## config.mk

```make
export PLATFORM = sky130hd
export DESIGN_NAME = tick_one_shot_timer_bank_flat
export DESIGN_NICKNAME = d
export VERILOG_FILES = /design/src/hw/rtl/totb_pkg.sv /design/src/hw/rtl/totb_in_if.sv /design/src/hw/rtl/totb_out_if.sv /design/src/hw/rtl/tick_one_shot_timer_bank.sv /design/src/hw/rtl/totb_cell.sv /design/src/flat_wrapper.sv
export SDC_FILE = /design/constraint.sdc
export NUM_CORES = 1
export LEC_CHECK = 0
export ABC_CLOCK_PERIOD_IN_PS = 6000
export BUFFER_PORTS_ARGS = -buffer_cell sky130_fd_sc_hd__buf_2
export CAP_MARGIN = 15
export CORE_MARGIN = 2
export CORE_UTILIZATION = 40
export DETAILED_ROUTE_END_ITERATION = 12
export GPL_ROUTABILITY_DRIVEN = 0
export PLACE_DENSITY_LB_ADDON = 0.15
export SETUP_SLACK_MARGIN = 0.05
export SYNTH_ARGS = -nofsm -noshare
export SYNTH_HDL_FRONTEND = slang
export SYNTH_SLANG_ARGS = --single-unit
```

## constraint.sdc

```tcl
create_clock -name clk_i -period 6 [get_ports clk_i]
set_clock_uncertainty 0.2 [all_clocks]
set_input_delay 0.6 -clock clk_i [delete_from_list [all_inputs] [get_ports clk_i]]
set_output_delay 0.6 -clock clk_i [all_outputs]
set_load 0.05 [all_outputs]
```

## src/hw/rtl/totb_pkg.sv

```systemverilog
// ----------------------------------------------------------------------------
// totb_pkg - shared types and constants of the tick timer bank
// field widths, action and status codes, and the command sent to the cells
// ----------------------------------------------------------------------------
package totb_pkg;

  localparam int unsigned TIMER_SLOTS = 16;
  localparam int unsigned SLOT_W      = 4;
  localparam int unsigned CNT_W       = $clog2(TIMER_SLOTS + 1);
  localparam int unsigned PERIOD_W    = 16;
  localparam int unsigned ACT_W       = 3;
  localparam int unsigned STATUS_W    = 2;
  localparam int unsigned HANDLE_W    = CNT_W;

  typedef enum logic [ACT_W-1:0] {
    ACT_TICK       = 3'd0,
    ACT_REGISTER   = 3'd1,
    ACT_START      = 3'd2,
    ACT_STOP       = 3'd3,
    ACT_SET_PERIOD = 3'd4
  } action_e;

  typedef enum logic [STATUS_W-1:0] {
    STATUS_OK         = 2'd0,
    STATUS_BAD_PERIOD = 2'd1,
    STATUS_FULL       = 2'd2,
    STATUS_UNREG      = 2'd3
  } status_e;

  typedef enum logic [2:0] {
    COP_NONE,
    COP_REGISTER,
    COP_START,
    COP_STOP,
    COP_SET_PERIOD
  } cell_op_e;

  typedef struct packed {
    cell_op_e              op;
    logic [SLOT_W-1:0]     slot;
    logic [PERIOD_W-1:0]   period;
  } cell_cmd_t;

  typedef struct packed {
    logic [STATUS_W-1:0] status;
    logic [HANDLE_W-1:0] handle;
    logic                fired;
    logic [SLOT_W-1:0]   fired_index;
    logic                last;
  } result_t;

endpackage

```

## src/hw/rtl/totb_in_if.sv

```systemverilog
// ----------------------------------------------------------------------------
// totb_in_if - request channel of the tick timer bank
// valid/ready handshake carrying one action with its slot and period
// ----------------------------------------------------------------------------
interface totb_in_if;
  import totb_pkg::*;

  logic                valid;
  logic                ready;
  logic [ACT_W-1:0]    action;
  logic [SLOT_W-1:0]   timer_index;
  logic [PERIOD_W-1:0] period;

  modport source (output valid, output action, output timer_index, output period,
                  input ready);
  modport sink   (input valid, input action, input timer_index, input period,
                  output ready);
endinterface

```

## src/hw/rtl/totb_out_if.sv

```systemverilog
// ----------------------------------------------------------------------------
// totb_out_if - result channel of the tick timer bank
// valid/ready handshake carrying one status or expiry report
// ----------------------------------------------------------------------------
interface totb_out_if;
  import totb_pkg::*;

  logic                valid;
  logic                ready;
  logic [STATUS_W-1:0] status;
  logic [HANDLE_W-1:0] handle;
  logic                fired;
  logic [SLOT_W-1:0]   fired_index;
  logic                last;

  modport source (output valid, output status, output handle, output fired,
                  output fired_index, output last, input ready);
  modport sink   (input valid, input status, input handle, input fired,
                  input fired_index, input last, output ready);
endinterface

```

## src/hw/rtl/tick_one_shot_timer_bank.sv

```systemverilog
// ----------------------------------------------------------------------------
// tick_one_shot_timer_bank - bank of one-shot tick timers
// a row of timer cells walked by a token on every tick, plus the sequencer
// ----------------------------------------------------------------------------
// usage
//   in_i  : one transfer per action (tick, register, start, stop, set period)
//   out_o : result transfers; every action ends with a transfer that has last
//           set, a tick gives one transfer per expired timer in slot order,
//           or a single empty transfer when nothing expired
// request acceptance and sequencing
//   a request is taken whenever the sequencer is idle, even while an earlier
//   result still sits in the output register
//   register, start, stop, set period: the execute state stores the result
//   tick: the token walks the 16 cells one cell per cycle while the output
//   is not stalled, then a closing transfer follows; a new request is taken
//   only after the walk is over
// stalls
//   while the output register is full and out_o.ready is low, the sequencer
//   and the walk hold still; no result is dropped
// reset
//   asynchronous, active low; all slots unregistered, stopped, counts zero
// ----------------------------------------------------------------------------
module tick_one_shot_timer_bank (
  input logic        clk_i,
  input logic        rst_ni,
  totb_in_if.sink    in_i,
  totb_out_if.source out_o
);
  import totb_pkg::*;

  typedef enum logic [1:0] {
    ST_IDLE,
    ST_EXEC,
    ST_WALK
  } state_e;

  state_e              state_q, state_d;

  // latched request
  logic [ACT_W-1:0]    act_q, act_d;
  logic [SLOT_W-1:0]   idx_q, idx_d;
  logic [PERIOD_W-1:0] per_q, per_d;

  logic [CNT_W-1:0]    reg_cnt_q, reg_cnt_d;

  // walk bookkeeping: token launch, position, one held-back expiry report
  logic                start_q, start_d;
  logic [SLOT_W-1:0]   pos_q, pos_d;
  logic                pend_q, pend_d;
  logic [SLOT_W-1:0]   pend_idx_q, pend_idx_d;

  // output register
  logic                out_valid_q, out_valid_d;
  result_t             res_q, res_d;

  logic                in_xfer;
  logic                can_push;
  logic                step_en;
  cell_cmd_t           cmd;
  logic [TIMER_SLOTS:0]   chain;
  logic [TIMER_SLOTS-1:0] fire;
  logic                fire_any;
  logic                walk_done;

  assign in_i.ready = (state_q == ST_IDLE);
  assign in_xfer    = in_i.valid && in_i.ready;
  assign can_push   = !out_valid_q || out_o.ready;
  assign step_en    = (state_q == ST_WALK) && can_push;
  assign chain[0]   = start_q;
  assign fire_any   = |fire;
  assign walk_done  = chain[TIMER_SLOTS];

  // row of timer cells, token moves one cell to the right per step
  for (genvar g = 0; g < TIMER_SLOTS; g++) begin : g_cell
    totb_cell u_cell (
      .clk_i     (clk_i),
      .rst_ni    (rst_ni),
      .slot_id_i (SLOT_W'(g)),
      .cmd_i     (cmd),
      .step_i    (step_en),
      .tok_i     (chain[g]),
      .tok_o     (chain[g+1]),
      .fire_o    (fire[g])
    );
  end

  always_comb begin
    state_d     = state_q;
    act_d       = act_q;
    idx_d       = idx_q;
    per_d       = per_q;
    reg_cnt_d   = reg_cnt_q;
    start_d     = start_q;
    pos_d       = pos_q;
    pend_d      = pend_q;
    pend_idx_d  = pend_idx_q;
    out_valid_d = out_valid_q && !out_o.ready;
    res_d       = res_q;
    cmd.op      = COP_NONE;
    cmd.slot    = idx_q;
    cmd.period  = per_q;

    unique case (state_q)
      ST_IDLE: begin
        if (in_xfer) begin
          act_d = in_i.action;
          idx_d = in_i.timer_index;
          per_d = in_i.period;
          if (in_i.action == ACT_TICK) begin
            state_d = ST_WALK;
            start_d = 1'b1;
            pos_d   = '0;
            pend_d  = 1'b0;
          end else begin
            state_d = ST_EXEC;
          end
        end
      end

      ST_EXEC: begin
        if (can_push) begin
          out_valid_d       = 1'b1;
          res_d.status      = STATUS_OK;
          res_d.handle      = '0;
          res_d.fired       = 1'b0;
          res_d.fired_index = '0;
          res_d.last        = 1'b1;
          state_d           = ST_IDLE;
          unique case (act_q)
            ACT_REGISTER: begin
              if (per_q == '0) begin
                res_d.status = STATUS_BAD_PERIOD;
              end else if (reg_cnt_q >= CNT_W'(TIMER_SLOTS)) begin
                res_d.status = STATUS_FULL;
              end else begin
                cmd.op       = COP_REGISTER;
                cmd.slot     = reg_cnt_q[SLOT_W-1:0];
                reg_cnt_d    = CNT_W'(reg_cnt_q + 1'b1);
                res_d.handle = CNT_W'(reg_cnt_q + 1'b1);
              end
            end
            ACT_START, ACT_STOP, ACT_SET_PERIOD: begin
              if (CNT_W'(idx_q) >= reg_cnt_q) begin
                res_d.status = STATUS_UNREG;
              end else if (act_q == ACT_START) begin
                cmd.op = COP_START;
              end else if (act_q == ACT_STOP) begin
                cmd.op = COP_STOP;
              end else begin
                cmd.op = COP_SET_PERIOD;
              end
            end
            default: begin
              // unused codes answer ok and change nothing
            end
          endcase
        end
      end

      ST_WALK: begin
        if (can_push) begin
          if (walk_done) begin
            // closing transfer: the held-back expiry, or an empty report
            out_valid_d       = 1'b1;
            res_d.status      = STATUS_OK;
            res_d.handle      = '0;
            res_d.fired       = pend_q;
            res_d.fired_index = pend_q ? pend_idx_q : '0;
            res_d.last        = 1'b1;
            pend_d            = 1'b0;
            state_d           = ST_IDLE;
          end else begin
            start_d = 1'b0;
            pos_d   = pos_q + 1'b1;
            if (fire_any) begin
              // a newer expiry proves the held one is not the last
              if (pend_q) begin
                out_valid_d       = 1'b1;
                res_d.status      = STATUS_OK;
                res_d.handle      = '0;
                res_d.fired       = 1'b1;
                res_d.fired_index = pend_idx_q;
                res_d.last        = 1'b0;
              end
              pend_d     = 1'b1;
              pend_idx_d = pos_q;
            end
          end
        end
      end

      default: begin
        state_d = ST_IDLE;
      end
    endcase
  end

  always_ff @(posedge clk_i or negedge rst_ni) begin
    if (!rst_ni) begin
      state_q     <= ST_IDLE;
      act_q       <= '0;
      idx_q       <= '0;
      per_q       <= '0;
      reg_cnt_q   <= '0;
      start_q     <= 1'b0;
      pos_q       <= '0;
      pend_q      <= 1'b0;
      pend_idx_q  <= '0;
      out_valid_q <= 1'b0;
      res_q       <= '0;
    end else begin
      state_q     <= state_d;
      act_q       <= act_d;
      idx_q       <= idx_d;
      per_q       <= per_d;
      reg_cnt_q   <= reg_cnt_d;
      start_q     <= start_d;
      pos_q       <= pos_d;
      pend_q      <= pend_d;
      pend_idx_q  <= pend_idx_d;
      out_valid_q <= out_valid_d;
      res_q       <= res_d;
    end
  end

  assign out_o.valid       = out_valid_q;
  assign out_o.status      = res_q.status;
  assign out_o.handle      = res_q.handle;
  assign out_o.fired       = res_q.fired;
  assign out_o.fired_index = res_q.fired_index;
  assign out_o.last        = res_q.last;

  // the walk token sits in at most one place of the row
  a_token_single: assert property (@(posedge clk_i) disable iff (!rst_ni)
    $onehot0(chain))
    else $error("walk token duplicated");

  // only expiry reports may leave last low
  a_last_on_status: assert property (@(posedge clk_i) disable iff (!rst_ni)
    out_valid_q && !res_q.fired |-> res_q.last)
    else $error("non-expiry result without last");

  // the registration table never overflows
  a_count_bound: assert property (@(posedge clk_i) disable iff (!rst_ni)
    reg_cnt_q <= CNT_W'(TIMER_SLOTS))
    else $error("registered count beyond table size");

  // an expiry report always carries ok status
  a_fired_ok: assert property (@(posedge clk_i) disable iff (!rst_ni)
    out_valid_q && res_q.fired |-> res_q.status == STATUS_OK)
    else $error("expiry with error status");

endmodule

```

## src/hw/rtl/totb_cell.sv

```systemverilog
// ----------------------------------------------------------------------------
// totb_cell - one timer slot of the bank
// holds count, period and flags; ticks when the walk token passes through it
// while the slot is registered and running
module totb_cell (
  input  logic                         clk_i,
  input  logic                         rst_ni,
  input  logic [totb_pkg::SLOT_W-1:0]  slot_id_i,
  input  totb_pkg::cell_cmd_t          cmd_i,
  input  logic                         step_i,
  input  logic                         tok_i,
  output logic                         tok_o,
  output logic                         fire_o
);
  import totb_pkg::*;

  logic                reg_q, reg_d;
  logic                run_q, run_d;
  logic [PERIOD_W-1:0] cnt_q, cnt_d;
  logic [PERIOD_W-1:0] per_q, per_d;
  logic [PERIOD_W-1:0] cnt_inc;
  logic                tok_q;
  logic                hit;
  logic                visit;

  assign hit     = (cmd_i.op != COP_NONE) && (cmd_i.slot == slot_id_i);
  assign visit   = step_i && tok_i && reg_q && run_q;
  assign cnt_inc = cnt_q + 1'b1;
  assign fire_o  = visit && (cnt_inc >= per_q);
  assign tok_o   = tok_q;

  always_comb begin
    reg_d = reg_q;
    run_d = run_q;
    cnt_d = cnt_q;
    per_d = per_q;
    if (visit) begin
      if (fire_o) begin
        cnt_d = '0;
        run_d = 1'b0;
      end else begin
        cnt_d = cnt_inc;
      end
    end else if (hit) begin
      unique case (cmd_i.op)
        COP_REGISTER: begin
          reg_d = 1'b1;
          run_d = 1'b0;
          cnt_d = '0;
          per_d = cmd_i.period;
        end
        COP_START: begin
          run_d = 1'b1;
          cnt_d = '0;
        end
        COP_STOP: begin
          run_d = 1'b0;
          cnt_d = '0;
        end
        COP_SET_PERIOD: begin
          per_d = cmd_i.period;
        end
        default: begin
        end
      endcase
    end
  end

  always_ff @(posedge clk_i or negedge rst_ni) begin
    if (!rst_ni) begin
      reg_q <= 1'b0;
      run_q <= 1'b0;
      cnt_q <= '0;
      tok_q <= 1'b0;
    end else begin
      reg_q <= reg_d;
      run_q <= run_d;
      cnt_q <= cnt_d;
      if (step_i) begin
        tok_q <= tok_i;
      end
    end
  end

  // period has no reset value, only registered slots are ever compared
  always_ff @(posedge clk_i) begin
    per_q <= per_d;
  end

endmodule
```

## src/flat_wrapper.sv

```systemverilog
// flat-port wrapper written by rule: the top's interface ports become plain ports
module tick_one_shot_timer_bank_flat import totb_pkg::*;
  (clk_i, rst_ni, in_i_valid, in_i_action, in_i_timer_index, in_i_period, in_i_ready, out_o_valid, out_o_status, out_o_handle, out_o_fired, out_o_fired_index, out_o_last, out_o_ready);
  totb_in_if in_i_i ();
  totb_out_if out_o_i ();
  input logic clk_i;
  input logic rst_ni;
  input wire logic [$bits(in_i_i.valid)-1:0] in_i_valid;
  input wire logic [$bits(in_i_i.action)-1:0] in_i_action;
  input wire logic [$bits(in_i_i.timer_index)-1:0] in_i_timer_index;
  input wire logic [$bits(in_i_i.period)-1:0] in_i_period;
  output wire logic [$bits(in_i_i.ready)-1:0] in_i_ready;
  output wire logic [$bits(out_o_i.valid)-1:0] out_o_valid;
  output wire logic [$bits(out_o_i.status)-1:0] out_o_status;
  output wire logic [$bits(out_o_i.handle)-1:0] out_o_handle;
  output wire logic [$bits(out_o_i.fired)-1:0] out_o_fired;
  output wire logic [$bits(out_o_i.fired_index)-1:0] out_o_fired_index;
  output wire logic [$bits(out_o_i.last)-1:0] out_o_last;
  input wire logic [$bits(out_o_i.ready)-1:0] out_o_ready;
  assign in_i_i.valid = in_i_valid;
  assign in_i_i.action = in_i_action;
  assign in_i_i.timer_index = in_i_timer_index;
  assign in_i_i.period = in_i_period;
  assign in_i_ready = in_i_i.ready;
  assign out_o_valid = out_o_i.valid;
  assign out_o_status = out_o_i.status;
  assign out_o_handle = out_o_i.handle;
  assign out_o_fired = out_o_i.fired;
  assign out_o_fired_index = out_o_i.fired_index;
  assign out_o_last = out_o_i.last;
  assign out_o_i.ready = out_o_ready;
  tick_one_shot_timer_bank u_core (.clk_i(clk_i), .rst_ni(rst_ni), .in_i(in_i_i), .out_o(out_o_i));
endmodule
```

==> impl_summary.md <==
Run status
The flow ran to the end, and the final reports show no timing, DRC or antenna violations.

Setup path
Along the worst path, the maximum fanout reaches 10. In this run the register-to-register setup slack is 1.23 ns. The worst setup path is captured at a register.

The startpoint of the worst register-to-register path is u_core.g_cell[11].u_cell.cnt_q[0]. STA classifies the critical path startpoint as a register. The category of the critical setup timing path is reg2reg. The start point of the critical path is u_core.g_cell[11].u_cell.cnt_q[0]. The critical path arrival is between 5 and 6 ns. The cell count of the worst reg-to-reg path is 15. The end of the worst register-to-register path is u_core.out_o.handle[2]. For the worst setup path, the data required time is 6.33 ns.

Yosys
In this run, synthesis produced a sequential element count of 614. For this run, the register share of the synthesized area comes to 0.508. Counting every instance in the synthesized netlist gives 3038. The number of flops mapped to enable cells by yosys is 256. Of all flip-flops after synthesis, the portion carrying an async set or reset was 0.583. The count of yosys warnings during synthesis is 0. For this run, the leading register cell type out of synthesis is sky130_fd_sc_hd__dfrtp_1. When the netlist entered floorplanning its net count stood at roughly 3300.

The synthesized-area fraction occupied by ao, oa, aoi and oai cells was 0.126. The share of synthesized cell area in full adder, half adder and majority cells is 0.108. Of the total synthesized cell area, the portion taken by AND, OR, NAND and NOR gates is 0.140.

After synthesis, the largest family of logic cells by area is simple AND/OR/NAND/NOR gates. The cell area that synthesis handed to floorplanning was about 0.033 mm². The post-synthesis share of cell area spent on xor and xnor gates is 0.0613.

The multiplexer share of the synthesized area is 0.00929. Synthesis instantiated 86 different standard cells from the library. Dividing the synthesized area by the synthesized cell count gives 10.8 µm².

CTS
The clock tree buffer depth is 3. The count of cells resized by post-cts repair is 0. After clock tree synthesis, the clock-pin slew on the worst setup and hold paths is 0.06 ns. Counting the buffers created by CTS gives ~70.

For the worst-skew pair, the clock arrives at the later sink with an insertion delay of 0.61 ns. The maximum level of the CTS H-tree is 3. CTS saw 614 sinks.

TritonCTS built the clock tree. The cell at the root of the clock tree is sky130_fd_sc_hd__clkbuf_16. The number of buffers inserted for hold repair after clock tree synthesis is 8. Once the clock tree was built, the setup fixing pass inserted 0 buffers.

Die
The number of I/O pins is 42. The area enclosed by the die boundary is roughly 0.084 mm². The die is 290 µm wide. The floorplan step defined a core boundary enclosing 0.0808 mm². The die boundary height is between 200 and 300 µm. The initial core utilization is 0.405. The number of rows created at floorplan is between 100 and 150.

Detailed routing
In the final routed layout, each cell accounts on average for 19.4 µm. The number of DRC markers in iteration 0 is 1768. The highest layer used for signal routing is met5. Summed over all nets, wire length on met3 after detailed routing comes to 3220 µm. The routed design has 82600 µm of wire.

The via count is approximately 23000. In the final routing, the length of wire on met1 measures 38300 µm. The average via count per standard cell is 5.38. The met2 routed wirelength is approximately 39000 µm. The remaining antenna violation count after routing is 0. In the routed design, unresolved DRC markers number 0.

For this run, the detailed router's first-pass iteration total came to 6.

Layout
The finished cells cover around 0.037 mm². The net count reported at finish is about 3400. The synthesis-to-layout area growth is 12.5%. Of the cells placed in the final design, the portion with a size suffix greater than 1 is 0.0872.

Hold path
The endpoint of the worst hold-timing path is u_core.per_q[14]. The worst hold path belongs to the class in2reg. The worst hold path begins at in_i_period[14].

The cell count of the worst hold path is 2.

Timing
For the pin with the worst max-slew slack, the measured transition is approximately 1.1 ns. Setup repair after global routing left no endpoint under its margin. The sum of negative setup slack is 0 ns.

Subtracting the final worst setup slack from the clock period gives 4.77 ns. Measured against its own limit, the worst slew margin works out to 0.249. The max-slew violation total from the final report is 0. Setup violations remaining at the end of the flow were counted as 0. Dividing the final minimum period by the clock period gives 0.796. The top achievable clock speed is 0.209 GHz.

Hold is met by 0.0298 ns. The number of hold-slack violations in the final timing report is 0.

Place
Summing all placed instances gives a cell area of 0.0343 mm². The wire-length estimate of the detail-placed layout is 54900 µm. Buffers placed on the I/O ports in this run total roughly 40.

Global routing
The number of global-route vias before repair is about 23000. The first global-routing pass estimated 132000 µm of wire. Summed over all layers, the global routing overflow is 0. Entering global routing, the biggest net connects 99 pins. The number of antenna violations at the first check in global routing was 9.

The total global routing track utilization is 0.198.

Power and ir drop
For this design the static power due to leakage is between 15 and 20 nW. The peak ir drop on the vdd network is 0.311 mV. Dividing total power by cell area gives a power density of 303 mW/mm².

Run
The number of violations of the max-capacitance limit is 0.
## worst max-delay path: stages, from the launching register on
cell	delay, ns
sky130_fd_sc_hd__dfrtp_1	0.45
sky130_fd_sc_hd__and3_1	0.18
sky130_fd_sc_hd__nand3_1	0.11
sky130_fd_sc_hd__nor2_1	0.35
sky130_fd_sc_hd__and3_1	0.33
sky130_fd_sc_hd__and3_1	0.20
sky130_fd_sc_hd__xor2_1	0.19
sky130_fd_sc_hd__ha_1	0.26
sky130_fd_sc_hd__and4_1	0.23
sky130_fd_sc_hd__a311oi_1	0.44
sky130_fd_sc_hd__a31oi_2	0.28
sky130_fd_sc_hd__a2111oi_4	0.43
sky130_fd_sc_hd__nand4b_2	0.24
sky130_fd_sc_hd__o21ai_2	0.21
sky130_fd_sc_hd__a21o_1	0.37
sky130_fd_sc_hd__a22o_1	0.21
## state kept, by name, indices dropped and copies added, names as in the netlist, 5 cells and up
name,cells
u_core.per_q,16
u_core.g_cell.u_cell.per_q,256
u_core.g_cell.u_cell.reg_q,16
u_core.g_cell.u_cell.cnt_q,256
u_core.out_o.handle,5
u_core.g_cell.u_cell.tok_o,16
u_core.reg_cnt_q,5
u_core.g_cell.u_cell.run_q,16
## kinds of logic after synthesis
logic type / count (synthesis)
xor gates and xnor gates: 229
buffers and inverters: 386
AOI/OAI and AO/OA: 568
DFF: 614
and+or+nand+nor: 931
adders and majority gates: 283
muxes: 27
## where the power goes
group / internal, mW / switching (mW)
Combinational: 0.356 / 1.31
Sequential: 4.83 / 0.153
Clock: 2.75 / 1.77
## cell usage in the layout (no fill, tap or decap), types with 10 or more instances in the layout
cell type | netlist | routed
sky130_fd_sc_hd__ha_1 | 283 | 283
sky130_fd_sc_hd__a221oi_1 | 12 | 12
sky130_fd_sc_hd__xor2_1 | 99 | 99
sky130_fd_sc_hd__clkbuf_16 | 0 | 76
sky130_fd_sc_hd__o21ai_0 | 114 | 114
sky130_fd_sc_hd__edfxtp_1 | 256 | 256
sky130_fd_sc_hd__nor3_1 | 43 | 42
sky130_fd_sc_hd__nand3_1 | 161 | 161
sky130_fd_sc_hd__o31ai_1 | 23 | 23
sky130_fd_sc_hd__buf_2 | 12 | 40
sky130_fd_sc_hd__nand4_1 | 39 | 39
sky130_fd_sc_hd__a211oi_1 | 15 | 15
sky130_fd_sc_hd__a32o_1 | 62 | 62
sky130_fd_sc_hd__mux2_2 | 23 | 23
sky130_fd_sc_hd__or2_2 | 18 | 18
sky130_fd_sc_hd__o31a_1 | 10 | 10
sky130_fd_sc_hd__xnor2_1 | 130 | 130
sky130_fd_sc_hd__a31oi_1 | 11 | 11
sky130_fd_sc_hd__nor2_1 | 144 | 144
sky130_fd_sc_hd__nand2b_1 | 58 | 58
sky130_fd_sc_hd__clkbuf_1 | 55 | 18
sky130_fd_sc_hd__a22o_1 | 104 | 104
sky130_fd_sc_hd__a21oi_1 | 114 | 114
sky130_fd_sc_hd__nand2_1 | 306 | 306
sky130_fd_sc_hd__and3_1 | 77 | 77
sky130_fd_sc_hd__buf_4 | 3 | 49
sky130_fd_sc_hd__clkinv_2 | 0 | 14
sky130_fd_sc_hd__nor2b_1 | 18 | 18
sky130_fd_sc_hd__dfrtp_1 | 358 | 358
sky130_fd_sc_hd__and4_1 | 17 | 17
sky130_fd_sc_hd__a21o_1 | 25 | 25
sky130_fd_sc_hd__inv_1 | 303 | 303
## layout make-up
| type | instances | area [µm²] |
|---|---|---|
| antenna | 2 | 5.00 |
| timing repair buffer | 100 | 703 |
| clock inverter | 32 | 382 |
| tap | 1060 | 1330 |
| multi-input combinational | 2038 | 14600 |
| fill | 7535 | 44000 |
| sequential | 614 | 16600 |
| inverter | 303 | 1140 |
| clock buffer | 101 | 2070 |
## Yosys cell counts, drive strengths merged, types with 4 or more instances
library cell  count  area, µm²
nand2b           58        363
o22ai             4       25.0
or3               8       50.1
ha              283       3540
and4             17        149
xor2             99        867
nor4             10       77.6
a31oi            14        115
mux2             27        304
inv             303       1140
nor2b            18        113
a22o            104        911
a21oi           117        597
nor2            148        566
nor3             47        268
a32o             62        621
or4               5       38.8
and2              8       51.3
edfxtp          256       7690
o31a             11        105
a21o             25        188
nand3           161        806
o21a              6       45.0
xnor2           130       1140
or2              18        113
o31ai            24        194
a221oi           12        105
o311a             4       41.3
clkbuf           57        234
o41ai             4       35.0
buf              25        165
o2bb2ai           4       35.0
dfrtp           358       8960
o311ai            4       35.0
o211ai            5       42.5
a2111oi           4       53.8
nand2           306       1150
o21bai            5       37.5
and3             77        482
a211oi           15        113
nand4            40        256
o21ai           119        599
## stage by stage
step | utilization | setup WS [ns] | power (mW) | cells
2_1_floorplan | - | 1.77 | 5.73 | 3038
3_3_place_gp | 0.424 | 1.38 | 6.73 | 4106
6_report | 0.456 | 1.23 | 11.2 | 4250
5_1_grt | 0.456 | 0.878 | 11.6 | 4248
4_1_cts | 0.456 | 1.23 | 11.3 | 4247
3_5_place_dp | 0.424 | 1.28 | 6.76 | 4106
## layer usage
| layer | GRT usage | vias to the layer above |
|---|---|---|
| li1 | - | 11100 |
| met1 | 0.271 | 11300 |
| met2 | 0.332 | 410 |
| met3 | 0.0222 | 102 |
| met4 | 0.0560 | 2 |
| met5 | 0 | - |
## worst max-delay path by stage
stage / end / slack, ns / cells past startpoint
after floorplan: u_core.g_cell[11].u_cell.per_q[0] / 1.77 / 10
after global placement: u_core.out_o.status[0] / 1.38 / 16
after detailed placement: u_core.out_o.handle[4] / 1.28 / 15
after CTS: u_core.out_o.handle[2] / 1.23 / 16
after global routing: u_core.out_o.handle[2] / 0.88 / 16
final: u_core.out_o.handle[2] / 1.23 / 15
Power figures use the tool's default switching activity.
